### config.mk
export PLATFORM = sky130hd
export DESIGN_NAME = hash_message_block_padder
export DESIGN_NICKNAME = d
export VERILOG_FILES = /design/src/rtl/core/hmbp_pkg.sv /design/src/rtl/core/hmbp_word_mux.sv /design/src/rtl/core/hash_message_block_padder.sv
export SDC_FILE = /design/constraint.sdc
export NUM_CORES = 1
export LEC_CHECK = 0
export ABC_CLOCK_PERIOD_IN_PS = 17600
export BUFFER_PORTS_ARGS = -buffer_cell sky130_fd_sc_hd__buf_4
export CORE_UTILIZATION = 35
export DETAILED_ROUTE_END_ITERATION = 10
export HOLD_SLACK_MARGIN = 0.12
export PLACE_DENSITY_LB_ADDON = 0.12
export SYNTH_ARGS = -nofsm -noshare
export SYNTH_HDL_FRONTEND = slang
export SYNTH_SLANG_ARGS = --single-unit
### constraint.sdc
create_clock -name clock -period 17.6 [get_ports clock]
set_clock_uncertainty 0.15 [all_clocks]
set_input_delay 0.88 -clock clock [delete_from_list [all_inputs] [get_ports clock]]
set_output_delay 0.88 -clock clock [all_outputs]
set_load 0.05 [all_outputs]
### src/rtl/core/hmbp_pkg.sv
// ============================================================================
// hmbp_pkg
// Shared constants and types for the hash message block padder.
// ============================================================================
`default_nettype none

package hmbp_pkg;

   // Default block size in bytes. It must be a power of two and at least 16.
   localparam int BLOCK_BYTES_DEF = 64;

   localparam int         COUNT_W   = 61;      // message byte count width
   localparam int         BYTE_W    = 8;
   localparam int         WORD_W    = 64;
   localparam int         IDX_W     = 3;       // word_index field width
   localparam int         LEN_BYTES = 8;       // length field bytes
   localparam logic [7:0] PAD_MARK  = 8'h80;

   // Emit-side control handed to the word composer
   typedef struct packed {
      logic fin;       // emitting the padded tail of a message
      logic second;    // second padded block (zeros plus length)
      logic two_blk;   // tail leaves no room for the length field
      logic len_le;    // length field little endian
   } hmbp_ctl_type;

endpackage : hmbp_pkg

`default_nettype wire

### src/rtl/core/hmbp_word_mux.sv
// ============================================================================
// hmbp_word_mux
// Builds one outgoing block word: stored data, the partial tail word with
// the 0x80 mark, zero fill, or the bit length field.
// ============================================================================
`default_nettype none

module hmbp_word_mux
   import hmbp_pkg::*;
#(
   parameter int WORDS = BLOCK_BYTES_DEF / 8
) (
   input  hmbp_ctl_type                 ctl,
   input  logic [$clog2(WORDS)-1:0]     word_sel,   // word being emitted
   input  logic [$clog2(WORDS)-1:0]     cur_word,   // word holding the tail
   input  logic [2:0]                   tail_bytes, // bytes already in tail
   input  logic [WORD_W-BYTE_W-1:0]     asm_bytes,  // tail bytes, newest low
   input  logic [WORD_W-1:0]            mem_word,
   input  logic [WORD_W-1:0]            bit_len,
   output logic [WORD_W-1:0]            word
);

   localparam int WI_W = $clog2(WORDS);

   logic [WORD_W-1:0] tail_word;
   logic [WORD_W-1:0] len_word;
   logic              len_here;

   // Tail bytes moved to the top, followed by the mark and zeros
   assign tail_word = {asm_bytes, PAD_MARK} << {(3'd7 - tail_bytes), 3'b000};

   always_comb begin
      for (int i = 0; i < LEN_BYTES; i++) begin
         len_word[i*BYTE_W +: BYTE_W] = ctl.len_le ?
            bit_len[(LEN_BYTES-1-i)*BYTE_W +: BYTE_W] : bit_len[i*BYTE_W +: BYTE_W];
      end
   end

   assign len_here = ctl.fin && (ctl.second || !ctl.two_blk) &&
                     (word_sel == WI_W'(WORDS - 1));

   always_comb begin
      if (!ctl.fin) begin
         word = mem_word;
      end else if (len_here) begin
         word = len_word;
      end else if (ctl.second) begin
         word = '0;
      end else if (word_sel < cur_word) begin
         word = mem_word;
      end else if (word_sel == cur_word) begin
         word = tail_word;
      end else begin
         word = '0;
      end
   end

endmodule : hmbp_word_mux

`default_nettype wire

### src/rtl/core/hash_message_block_padder.sv
// ============================================================================
// hash_message_block_padder
// Merkle-Damgard message blocker and padder: collects message bytes into
// 64-bit words in a word buffer, emits full blocks and pads the final one.
// ============================================================================
//
//  channel | ports       | dir | tdata / data               | tuser / tlast
//  --------+-------------+-----+----------------------------+-------------------
//  csr     | csr_*       | in  | length_little_endian       | -
//  req     | req_t*      | in  | data_byte                  | user: opcode
//  rsp     | rsp_t*      | out | block_word, word_index     | user: last_of_block
//          |             |     |                            | last: last_of_message
//
//  Bytes gather in an assembly register; every eighth byte writes one
//  word into the word buffer. A byte that fills the block, or a finish,
//  starts emission: WORDS words at one per cycle while rsp is not held,
//  from the word buffer's single read port, two blocks when the tail
//  leaves no room for the length. req is stalled meanwhile.
//  rsp is a registered output; emission stalls while it is held.
//  Reset (synchronous) clears the count, the control and the output valid;
//  the word buffer is not cleared.
// ============================================================================
`default_nettype none

module hash_message_block_padder
   import hmbp_pkg::*;
#(
   parameter int BLOCK_BYTES = BLOCK_BYTES_DEF
) (
   input  logic        clock,
   input  logic        reset,
   // configuration
   input  logic        csr_valid,
   output logic        csr_ready,
   input  logic        csr_wdata,     // [0] length_little_endian
   // message bytes
   input  logic        req_tvalid,
   output logic        req_tready,
   input  logic [7:0]  req_tdata,     // [7:0] data_byte
   input  logic        req_tuser,     // [0] opcode (1 = finish)
   // block words
   output logic        rsp_tvalid,
   input  logic        rsp_tready,
   output logic [71:0] rsp_tdata,     // [63:0] block_word, [66:64] word_index
   output logic        rsp_tuser,     // [0] last_of_block
   output logic        rsp_tlast      // last_of_message
);

   localparam int WORDS = BLOCK_BYTES / 8;
   localparam int POS_W = $clog2(BLOCK_BYTES);
   localparam int WI_W  = $clog2(WORDS);
   localparam int PAD_W = 72 - WORD_W - IDX_W;

   localparam logic ST_IDLE = 1'b0;
   localparam logic ST_SEND = 1'b1;

   // ---------------------------------------------------------------- state
   logic                      state_ff, state_in;
   logic [WI_W-1:0]           w_ff, w_in;
   logic                      fin_ff, fin_in;
   logic                      second_ff, second_in;
   logic                      len_le_ff;
   logic [COUNT_W-1:0]        count_ff, count_in;
   logic [WORD_W-BYTE_W-1:0]  asm_ff;

   // word buffer
   logic [WORD_W-1:0]         mem [WORDS];
   logic [WORD_W-1:0]         rdata_ff;

   // output register
   logic                      rsp_valid_ff;
   logic [WORD_W-1:0]         rsp_word_ff;
   logic [IDX_W-1:0]          rsp_idx_ff;
   logic                      rsp_lob_ff;
   logic                      rsp_lom_ff;

   // ---------------------------------------------------------------- decode
   logic                 acc;
   logic                 is_fin;
   logic [POS_W-1:0]     pos;
   logic [WI_W-1:0]      cur_word;
   logic [2:0]           tail_bytes;
   logic                 wr_en;
   logic                 load;
   logic                 last_w;
   logic                 two_blk;
   logic [WORD_W-1:0]    bit_len;
   logic [WORD_W-1:0]    out_word;
   hmbp_ctl_type         ctl;

   assign csr_ready  = 1'b1;
   assign req_tready = (state_ff == ST_IDLE);
   assign acc        = req_tvalid && req_tready;
   assign is_fin     = req_tuser;

   assign pos        = count_ff[POS_W-1:0];
   assign cur_word   = pos[POS_W-1:3];
   assign tail_bytes = pos[2:0];
   assign two_blk    = (cur_word == WI_W'(WORDS - 1));
   assign bit_len    = {count_ff, 3'b000};

   // a full word goes to the buffer on every eighth byte
   assign wr_en  = acc && !is_fin && (tail_bytes == 3'd7);
   assign load   = (state_ff == ST_SEND) && (!rsp_valid_ff || rsp_tready);
   assign last_w = (w_ff == WI_W'(WORDS - 1));

   always_comb begin
      state_in  = state_ff;
      w_in      = w_ff;
      fin_in    = fin_ff;
      second_in = second_ff;
      count_in  = count_ff;
      unique case (state_ff)
         ST_IDLE: begin
            if (acc) begin
               if (is_fin) begin
                  state_in  = ST_SEND;
                  fin_in    = 1'b1;
                  second_in = 1'b0;
               end else begin
                  count_in = count_ff + COUNT_W'(1);
                  if (pos == POS_W'(BLOCK_BYTES - 1)) begin
                     state_in = ST_SEND;
                     fin_in   = 1'b0;
                  end
               end
            end
         end
         ST_SEND: begin
            if (load) begin
               w_in = w_ff + WI_W'(1);
               if (last_w) begin
                  if (fin_ff && two_blk && !second_ff) begin
                     second_in = 1'b1;
                  end else begin
                     state_in  = ST_IDLE;
                     fin_in    = 1'b0;
                     second_in = 1'b0;
                     if (fin_ff) begin
                        count_in = '0;
                     end
                  end
               end
            end
         end
         default: state_in = ST_IDLE;
      endcase
   end

   always_ff @(posedge clock) begin
      if (reset) begin
         state_ff  <= ST_IDLE;
         w_ff      <= '0;
         fin_ff    <= 1'b0;
         second_ff <= 1'b0;
         count_ff  <= '0;
         len_le_ff <= 1'b0;
      end else begin
         state_ff  <= state_in;
         w_ff      <= w_in;
         fin_ff    <= fin_in;
         second_ff <= second_in;
         count_ff  <= count_in;
         if (csr_valid && csr_ready) begin
            len_le_ff <= csr_wdata;
         end
      end
   end

   // tail assembly: newest byte in the low lane
   always_ff @(posedge clock) begin
      if (acc && !is_fin) begin
         asm_ff <= {asm_ff[WORD_W-2*BYTE_W-1:0], req_tdata};
      end
   end

   // Word buffer. The read address follows the next word counter, so
   // rdata_ff always holds the word for w_ff. Writes only happen in idle
   // and never to word 0 on the edge that starts emission, so no bypass.
   always_ff @(posedge clock) begin
      if (wr_en) begin
         mem[cur_word] <= {asm_ff, req_tdata};
      end
      rdata_ff <= mem[w_in];
   end

   // ---------------------------------------------------------------- compose
   assign ctl.fin     = fin_ff;
   assign ctl.second  = second_ff;
   assign ctl.two_blk = two_blk;
   assign ctl.len_le  = len_le_ff;

   hmbp_word_mux #(
      .WORDS (WORDS)
   ) u_word_mux (
      .ctl        (ctl),
      .word_sel   (w_ff),
      .cur_word   (cur_word),
      .tail_bytes (tail_bytes),
      .asm_bytes  (asm_ff),
      .mem_word   (rdata_ff),
      .bit_len    (bit_len),
      .word       (out_word)
   );

   // ---------------------------------------------------------------- output
   always_ff @(posedge clock) begin
      if (reset) begin
         rsp_valid_ff <= 1'b0;
      end else if (load) begin
         rsp_valid_ff <= 1'b1;
      end else if (rsp_tready) begin
         rsp_valid_ff <= 1'b0;
      end
   end

   always_ff @(posedge clock) begin
      if (load) begin
         rsp_word_ff <= out_word;
         rsp_idx_ff  <= IDX_W'(w_ff);
         rsp_lob_ff  <= last_w;
         rsp_lom_ff  <= last_w && fin_ff && (second_ff || !two_blk);
      end
   end

   assign rsp_tvalid = rsp_valid_ff;
   assign rsp_tdata  = {{PAD_W{1'b0}}, rsp_idx_ff, rsp_word_ff};
   assign rsp_tuser  = rsp_lob_ff;
   assign rsp_tlast  = rsp_lom_ff;

   // ---------------------------------------------------------------- checks
   // byte that fills the block must start emission
   a_full_starts_send: assert property (@(posedge clock) disable iff (reset)
      (acc && !is_fin && pos == POS_W'(BLOCK_BYTES - 1)) |=> (state_ff == ST_SEND))
      else $error("full block did not start emission");

   // end of message always ends a block
   a_lom_is_lob: assert property (@(posedge clock) disable iff (reset)
      (rsp_tvalid && rsp_tlast) |-> rsp_tuser)
      else $error("last_of_message without last_of_block");

   // last word of a block carries the final index
   a_lob_index: assert property (@(posedge clock) disable iff (reset)
      (rsp_tvalid && rsp_tuser) |-> (rsp_tdata[66:64] == IDX_W'(WORDS - 1)))
      else $error("last_of_block on wrong word index");

   // a finished message leaves the count cleared
   a_count_cleared: assert property (@(posedge clock) disable iff (reset)
      (load && last_w && fin_ff && (second_ff || !two_blk)) |=> (count_ff == '0))
      else $error("byte count not cleared after finish");

endmodule : hash_message_block_padder

`default_nettype wire
==> run summary, run 1 <==
Post-synth EDFFs -> 637
status -> finished, final reports clean
Max VDD drop -> 0.0642 mV
post-CTS setup buffers -> 0
Worst EP required -> 18,020 ps
RSZ-0062 raised after global routing -> false
Core Area -> 95,300 µm²
hold_buf cts -> 0
register share of total power -> 48.9%
Post-DRT Antenna Nets -> 0
Crit Path Category -> reg -> reg
post-synthesis mux area share -> 19.8%
MaxCap Viol Count -> 0
minimum clock period -> 4730 ps
WP data arrival -> 5150 ps
FF+latch count, synth -> 770
sequential fraction of the synthesis area -> 64.5%
commonest non-fill, non-tap cells in the layout -> edfxtp_1, mux2i_1, dfxtp_1
R2R Setup Slk -> 12,870 ps
Yosys cell types -> 65
Starting DRT DRC Count -> 1,648
worst setup margin -> 12,870 ps
DR DRC count -> 0
DR WL/cell -> 27.4 µm
CTS tree -> built
max incr delay on CP -> 850 ps
IO Pins -> 92
P per Cell Area -> 109 nW/µm²
main combinational cell family by area after synthesis -> multiplexers
net switching power -> 0.999 mW
Tightest Pin Transition -> 1270 ps
share of cells above drive strength 1 -> 18.4%
Slew headroom -> 15.2%
Layout area overhead -> 13.8%
clk slew on worst S/H paths -> 60 ps
final setup violation count -> 0
post-cts sizing count -> 0
CTS H-tree lvls -> 3
total track usage -> 20.1%
Fmax achieved -> 0.211 GHz
Pwr Total -> 4.19 mW
Post-Synth Adder-Cell Area -> 0.259%
maximum number of pins on one net before global-route repair -> 130
Startpoint Class -> register
worst-path cell chain -> buf_4, ha_4, ha_1, nand2_1, o2bb2ai_2, buf_4, nand4_1, or4_1, a21oi_1
sw frac -> 23.8%
buffers added on ports -> 85
Die ar. -> 97,800 µm²
via count -> 20,100
largest fanout on the critical path -> 53
commonest non-fill, non-tap cell in the layout -> edfxtp_1
nets -> 2,298
initial antenna violation count -> 1
simple-gate share of the synthesized area -> 6.06%
cell count after synthesis -> 2,225
Async S/R FF share, synth -> 0%
most frequent CP cell -> buf_4
period utilization -> 26.9%
Die Height -> 313 µm
critical path's slowest cell -> buf_4
first drt pass iteration count -> 7
most used flip-flop cell after synthesis -> edfxtp_1
Post-DP Area -> 35,700 µm²
cts bufs inserted -> 85
CTS sink cnt -> 770
Post-Syn Area per Cell -> 15.2 µm²
Slew Viols, Final -> 0
P_int -> 3.19 mW
leakage -> 12.4 nW
Bufs on Longest Clock Path -> 3
Initial Utilization -> 35.5%
vias per std cell -> 5.57
Root Driver -> clkbuf_16
final WL -> 99,100 µm
total gr overflow -> 0
XOR/XNOR Fraction of Synth Area -> 0.156%
Final Cell Area -> 38,400 µm²
Ys Warns -> 0
vias in the first global route -> 20,100
RePlAce Congestion -> 0.807
first-pass GRT wire length -> 144,000 µm
Die W -> 313 µm
Post-Syn Area -> 33,800 µm²
setup slack at placement -> 12,760 ps
setup TNS -> 0 ps
insertion delay to the later sink of the worst-skew pair -> 650 ps
Compound-Gate Fraction of Synth Area -> 6.74%
hpwl dp -> 61,400 µm
Hold Violations, Final -> 0
combinational power share -> 9.1%
filler instances -> 8,751
row cnt -> 113
HP Class -> in -> reg
Clock Power Share -> 42.0%
Crit. End Element -> register
[synthesized netlist by cell type, drive strengths merged, types with 41 or more instances]
cell type    n  area (µm²)
nor2        45         169
edfxtp     637       19100
mux2i      491        4910
dfxtp      133        2660
a21oi       62         310
clkbuf      67         253
nand2       96         363
o21ai       41         205
o221ai      88         771
buf         96         503
mux4        74        1670
or2         68         430
[power by group through the flow]
stage / clock [mW] / sequential, mW / combinational, mW
6_report: 1.76 / 2.05 / 0.381
5_1_grt: 1.87 / 2.05 / 0.403
4_1_cts: 1.80 / 2.05 / 0.387
3_5_place_dp: 0 / 2.09 / 0.386
3_3_place_gp: 0 / 2.09 / 0.383
2_1_floorplan: 0 / 2.10 / 0.238
[metrics by stage]
| step | util, % | hold slack, ps | cells |
|---|---|---|---|
| final | 40.3 | 329 | 3615 |
| after global routing | 40.3 | 316 | 3614 |
| after CTS | 40.3 | 279 | 3614 |
| after detailed placement | 37.5 | 366 | 3454 |
| after global placement | 37.5 | 361 | 3454 |
| after floorplan | - | 308 | 2229 |
[metal layers]
layer	part of all wire, %	vias up	global-route usage [%]
met5	0	-	0
met1	45	10500	27.7
li1	-	8985	-
met2	48	568	33.3
met4	1.7	0	4.73
met3	5.4	105	3.26
[registers in the layout, summed over array words and instances, names as in the netlist, 3 cells and up]
| register | cells |
|---|---|
| w_ff | 3 |
| rdata_ff | 64 |
| rsp_idx_ff | 3 |
| asm_ff | 56 |
| count_ff | 61 |
| mem | 512 |
| rsp_word_ff | 64 |
[layout make-up]
| type | count | area [µm²] | area share, % |
|---|---|---|---|
| Multi-Input combinational cell | 1280 | 11300 | 29.4 |
| Timing Repair Buffer | 123 | 936 | 2.43 |
| Clock inverter | 42 | 365 | 0.950 |
| Tap cell | 1265 | 1580 | 4.12 |
| Inverter | 16 | 63.8 | 0.166 |
| Sequential cell | 770 | 21800 | 56.7 |
| Clock buffer | 118 | 2370 | 6.17 |
| Antenna cell | 1 | 2.50 | 0.00651 |
[worst paths after layout]
path,end,startpoint,depth (start not counted)
min,len_le_ff,csr_wdata,3
max reg2reg,count_ff[38],w_ff[1],9
min reg2reg,count_ff[49],count_ff[49],2
max,count_ff[38],w_ff[1],9
[logic make-up (layout without fill, tap and decap cells)]
group | Yosys count | count (layout)
XOR/XNOR | 6 | 6
AND/OR/NAND/NOR | 369 | 369
flip-flops | 770 | 770
adder cells (fa/ha/maj) | 7 | 7
buffers and inverters | 179 | 299
other | 2 | 7
multiplexers | 576 | 576
AO/OA/AOI/OAI | 316 | 316
[critical path, delay by kind of cell, from the launching register on]
family	cells	cell delay, ps
and+or+nand+nor	3	1710
buffers and inverters	2	1080
DFF	1	740
AOI/OAI and AO/OA	2	280
adders and majority gates	2	600
Note: power is estimated with default switching activity, not from simulation.
==> run 2: changes to the inputs <==
--- a/config.mk
+++ b/config.mk
@@ -5,7 +5,7 @@
 export SDC_FILE = /design/constraint.sdc
 export NUM_CORES = 1
 export LEC_CHECK = 0
-export ABC_CLOCK_PERIOD_IN_PS = 17600
+export ABC_CLOCK_PERIOD_IN_PS = 3900
 export BUFFER_PORTS_ARGS = -buffer_cell sky130_fd_sc_hd__buf_4
 export CORE_UTILIZATION = 35
 export DETAILED_ROUTE_END_ITERATION = 10
==> constraint.sdc (replaced) <==
create_clock -name clock -period 3.9 [get_ports clock]
set_clock_uncertainty 0.15 [all_clocks]
set_input_delay 0.195 -clock clock [delete_from_list [all_inputs] [get_ports clock]]
set_output_delay 0.195 -clock clock [all_outputs]
set_load 0.05 [all_outputs]
==> run 2 against run 1 <==
  * Clock-buffer cell count shrank 9
  * Utilization grew 0.86 points
  * Combinational power grew to 4.6 times the previous value
  * Sequential power grew to 4.5 times the previous value
  * Critical path type unchanged
  * Register-to-register slack lost 12000 ps
  * Flip-flop and latch count is the same
  * Final area grew 2.1%
  * Die area is the same
  * Setup slack lost 12000 ps
  * Via count grew 1.5%
==> run summary, run 2 (synthesis gave the netlist of run 1 again) <==
HP Class -> in -> reg
MaxCap Viol Count -> 0
Crit Path Category -> reg -> reg
P per Cell Area -> 493 nW/µm²
hold slack -> 222 ps
Worst Setup EP -> count_ff[25]
minimum clock period -> 3160 ps
delay-heaviest family, CP -> simple AND/OR/NAND/NOR gates
CTS tree -> built
FF-to-FF Start -> w_ff[0]
hold_buf cts -> 16
Startpoint Class -> register
Core Area -> 95,300 µm²
final setup violation count -> 0
net switching power -> 4.57 mW
top flop regs -> mem (512), rdata_ff (64), rsp_word_ff (64)
sw frac -> 23.6%
first drt pass iteration count -> 7
status -> finished, final reports clean
largest fanout on the critical path -> 16
Worst EP required -> 4320 ps
IO Pins -> 92
via count -> 20,400
DR DRC count -> 0
Starting DRT DRC Count -> 1,453
Tightest Pin Transition -> 1150 ps
WP depth -> 7
worst-path cell chain -> ha_4, ha_1, nand2_1, o2bb2ai_2, nand4b_1, or4_1, a21oi_1
Max VDD drop -> 0.305 mV
commonest non-fill, non-tap cells in the layout -> edfxtp_1, mux2i_1, buf_4
Slew Viols, Final -> 0
Die Height -> 313 µm
row cnt -> 113
Die W -> 313 µm
Crit. End Element -> register
Bufs on Longest Clock Path -> 3
insertion delay to the later sink of the worst-skew pair -> 640 ps
combinational power share -> 9.0%
worst reg2reg endpoint -> count_ff[25]
max reg flops -> 512
maximum number of pins on one net before global-route repair -> 94
DR WL/cell -> 27.6 µm
Fmax achieved -> 0.316 GHz
CTS H-tree lvls -> 3
nets -> 2,350
register share of total power -> 48.1%
Die ar. -> 97,800 µm²
post-cts sizing count -> 0
WP data arrival -> 3580 ps
Post-DRT Antenna Nets -> 0
R2R Setup Slk -> 740 ps
Root Driver -> clkbuf_16
hpwl dp -> 64,800 µm
RSZ-0062 raised after global routing -> false
Crit. Startpoint -> w_ff[0]
Clock Power Share -> 42.9%
leakage -> 12.8 nW
vias per std cell -> 5.57
total gr overflow -> 0
max incr delay on CP -> 650 ps
FF-to-FF path depth -> 7
commonest non-fill, non-tap cell in the layout -> edfxtp_1
Layout area overhead -> 16.2%
buffers added on ports -> 85
RePlAce Congestion -> 0.886
clk slew on worst S/H paths -> 60 ps
final WL -> 101,000 µm
total track usage -> 20.6%
critical path's slowest cell -> nand4b_1
WP buf/inv -> 0
Slew headroom -> 23.4%
Initial Utilization -> 35.5%
Final Cell Area -> 39,300 µm²
cts bufs inserted -> 86
Hold Violations, Final -> 0
first-pass GRT wire length -> 147,000 µm
P_int -> 14.8 mW
Post-DP Area -> 36,200 µm²
largest register by flop count -> mem
CTS sink cnt -> 770
share of cells above drive strength 1 -> 20.0%
period utilization -> 81.0%
initial antenna violation count -> 3
post-CTS setup buffers -> 0
vias in the first global route -> 20,500
[run 2: worst min path at each step]
stage,startpoint,to,depth (start not counted)
after floorplan,req_tdata[0],asm_ff[0],0
after global placement,csr_wdata,len_le_ff,3
after detailed placement,csr_wdata,len_le_ff,3
after CTS,req_tdata[4],mem[4][4],2
after global routing,req_tdata[0],mem[5][0],2
final,req_tdata[0],mem[5][0],2
[run 2: per-layer routing]
metal / GRT usage (%) / vias to the layer above / routed length (µm)
li1: - / 9078 / -
met1: 28.6 / 10600 / 45900
met2: 33.6 / 597 / 48200
met3: 2.69 / 132 / 4780
met4: 6.08 / 2 / 2570
met5: 0 / - / 18
[run 2: power groups by stage]
stage / Clock (mW) / Combinational, mW / Sequential (mW)
after global placement: 0 / 1.72 / 9.48
after floorplan: 0 / 1.07 / 9.49
after global routing: 8.79 / 1.84 / 9.32
after detailed placement: 0 / 1.74 / 9.48
after CTS: 8.48 / 1.75 / 9.31
final: 8.30 / 1.74 / 9.30
[run 2: area by class of cell]
| cell class | instances | area [µm²] |
|---|---|---|
| clock inverters | 52 | 523 |
| diodes | 1 | 2.50 |
| multi-input cells | 1280 | 11300 |
| clock buffers | 109 | 2370 |
| flip-flops and latches | 770 | 21800 |
| repair buffers | 174 | 1580 |
| well taps | 1265 | 1580 |
| fillers | 8743 | 56000 |
| inverters | 16 | 63.8 |
[run 2: metrics by stage]
step                      setup WS [ps]  setup TNS, ps  power (mW)  util [%]  cells
final                               740              0        19.3      41.2   3667
after CTS                           785              0        19.5      41.2   3666
after global placement              872              0        11.2      38.0   3489
after global routing                519              0        19.9      41.2   3666
after detailed placement            791              0        11.2      38.0   3489
after floorplan                    -953        -346920        10.6         -   2229
==> run 3: changes to the inputs <==
--- a/config.mk
+++ b/config.mk
@@ -5,7 +5,7 @@
 export SDC_FILE = /design/constraint.sdc
 export NUM_CORES = 1
 export LEC_CHECK = 0
-export ABC_CLOCK_PERIOD_IN_PS = 3900
+export ABC_CLOCK_PERIOD_IN_PS = 3250
 export BUFFER_PORTS_ARGS = -buffer_cell sky130_fd_sc_hd__buf_4
 export CORE_UTILIZATION = 35
 export DETAILED_ROUTE_END_ITERATION = 10
==> constraint.sdc (replaced) <==
create_clock -name clock -period 3.25 [get_ports clock]
set_clock_uncertainty 0.15 [all_clocks]
set_input_delay 0.1625 -clock clock [delete_from_list [all_inputs] [get_ports clock]]
set_output_delay 0.1625 -clock clock [all_outputs]
set_load 0.05 [all_outputs]
==> run 3 against run 2 <==
  * Via count rose by 1.1%
  * Critical endpoint is now mem[3][27]
  * Register-to-register slack lost 340 ps
  * Critical path type unchanged
  * Sequential power up 19%
==> run summary, run 3 (synthesis gave the netlist of run 1 again) <==
via count -> 20,700
Min-Delay Endpoint -> mem[3][4]
Die ar. -> 97,800 µm²
minimum clock period -> 2850 ps
Die W -> 313 µm
DR DRC count -> 0
total gr overflow -> 0
setup slack at placement -> 409 ps
Layout area overhead -> 17.6%
top flop regs -> mem (512), rdata_ff (64), rsp_word_ff (64)
Max VDD drop -> 0.333 mV
WP data arrival -> 2960 ps
DR WL/cell -> 27.5 µm
row cnt -> 113
filler instances -> 8,666
RSZ-0062 raised after global routing -> false
Clock Power Share -> 43.0%
FF-to-FF path depth -> 5
Worst EP required -> 3360 ps
total track usage -> 20.8%
Slew Viols, Final -> 0
Tightest Pin Transition -> 916 ps
Core Area -> 95,300 µm²
commonest non-fill, non-tap cell in the layout -> edfxtp_1
Initial Utilization -> 35.5%
critical path's slowest cell -> dfxtp_2
HP Class -> in -> reg
final WL -> 102,000 µm
Slew headroom -> 39.0%
combinational power share -> 9.4%
post-cts sizing count -> 0
initial antenna violation count -> 3
delay-heaviest family, CP -> flip-flops
Bufs on Longest Clock Path -> 3
P per Cell Area -> 589 nW/µm²
MaxCap Viol Count -> 0
Root Driver -> clkbuf_16
CTS H-tree lvls -> 3
max incr delay on CP -> 630 ps
Die Height -> 313 µm
FF-to-FF Start -> count_ff[1]
depth of the worst hold-timing path -> 2
Pwr Total -> 23.4 mW
Startpoint Class -> register
nets -> 2,389
Crit. End Element -> register
Starting DRT DRC Count -> 1,650
buffers added on ports -> 85
commonest non-fill, non-tap cells in the layout -> edfxtp_1, mux2i_1, buf_4
sw frac -> 23.5%
CTS tree -> built
clk slew on worst S/H paths -> 60 ps
P_int -> 17.9 mW
max reg flops -> 512
worst reg2reg endpoint -> mem[3][27]
WP buf/inv -> 1
FF+latch area -> 21,800 µm²
IO Pins -> 92
first drt pass iteration count -> 5
final setup violation count -> 0
Fmax achieved -> 0.351 GHz
period utilization -> 87.8%
worst-path cell chain -> ha_1, ha_1, nand3_1, nor2_4, buf_4
register share of total power -> 47.6%
most frequent CP cell -> ha_1
net switching power -> 5.50 mW
largest fanout on the critical path -> 31
worst setup margin -> 398 ps
area occupied by multi-input gates -> 11,300 µm²
hpwl dp -> 66,300 µm
share of cells above drive strength 1 -> 21.2%
insertion delay to the later sink of the worst-skew pair -> 640 ps
status -> finished, final reports clean
Crit Path Category -> reg -> reg
RePlAce Congestion -> 0.928
largest register by flop count -> mem
vias per std cell -> 5.57
Post-DRT Antenna Nets -> 0
hold slack -> 190 ps
cts bufs inserted -> 85
first-pass GRT wire length -> 147,000 µm
Hold Violations, Final -> 0
hold path start -> req_tdata[4]
maximum number of pins on one net before global-route repair -> 69
CTS sink cnt -> 770
R2R Setup Slk -> 400 ps
vias in the first global route -> 20,500
leakage -> 13.0 nW
## run 3: layer usage
metal | global-route usage [%] | vias up | part of all wire, %
met5 | 0 | - | 0
met3 | 3.27 | 112 | 5.2
met4 | 5.88 | 0 | 2.2
li1 | - | 9168 | -
met1 | 28.8 | 10800 | 45
met2 | 33.6 | 582 | 47
## run 3: worst register-to-register path: stages (launching register included)
cell and delay (ps):
dfxtp_2 630, ha_1 310, ha_1 260, nand3_1 350, nor2_4 250, buf_4 460
## run 3: how the worst max path moves through the flow
| stage | start | endpoint | slack [ps] | depth (start not counted) |
|---|---|---|---|---|
| floorplan | state_ff | mem[0][0] | -1600 | 4 |
| finish | count_ff[1] | mem[3][27] | 400 | 5 |
| CTS | count_ff[1] | mem[3][27] | 390 | 5 |
| global placement | count_ff[0] | count_ff[57] | 460 | 6 |
| detailed placement | count_ff[1] | mem[3][42] | 410 | 5 |
| global route | count_ff[1] | mem[3][27] | 270 | 5 |
## run 3: final cells by class
| class | instances | share of cell area, % |
|---|---|---|
| Clock inverter | 45 | 1.40 |
| Tap cell | 1265 | 3.98 |
| Clock buffer | 113 | 5.96 |
| Inverter | 16 | 0.161 |
| Timing Repair Buffer | 214 | 5.06 |
| Sequential cell | 770 | 54.9 |
| Multi-Input combinational cell | 1280 | 28.5 |
| Antenna cell | 2 | 0.0126 |
## run 3: per-stage QoR
stage	instances	utilization (%)	area (µm²)	setup TNS (ps)
2_1_floorplan	2229	-	33900	-679720
3_3_place_gp	3528	38.4	36600	0
5_1_grt	3703	41.7	39700	0
4_1_cts	3703	41.7	39700	0
6_report	3705	41.7	39700	0
3_5_place_dp	3528	38.4	36600	0
## run 3: what timing repair did
item | CTS | global route
hold endpoints to repair | 139 | 0
endpoints found under the setup margin | 0 | 0
buffers inserted | 0 | 0
hold buffers | 17 | 0
## run 3: power groups by stage
stage,clock network (mW),logic (mW),registers (mW)
floorplan,0,1.29,11.4
global placement,0,2.19,11.3
detailed placement,0,2.20,11.3
CTS,10.3,2.23,11.1
global route,10.7,2.32,11.1
finish,10.1,2.20,11.1
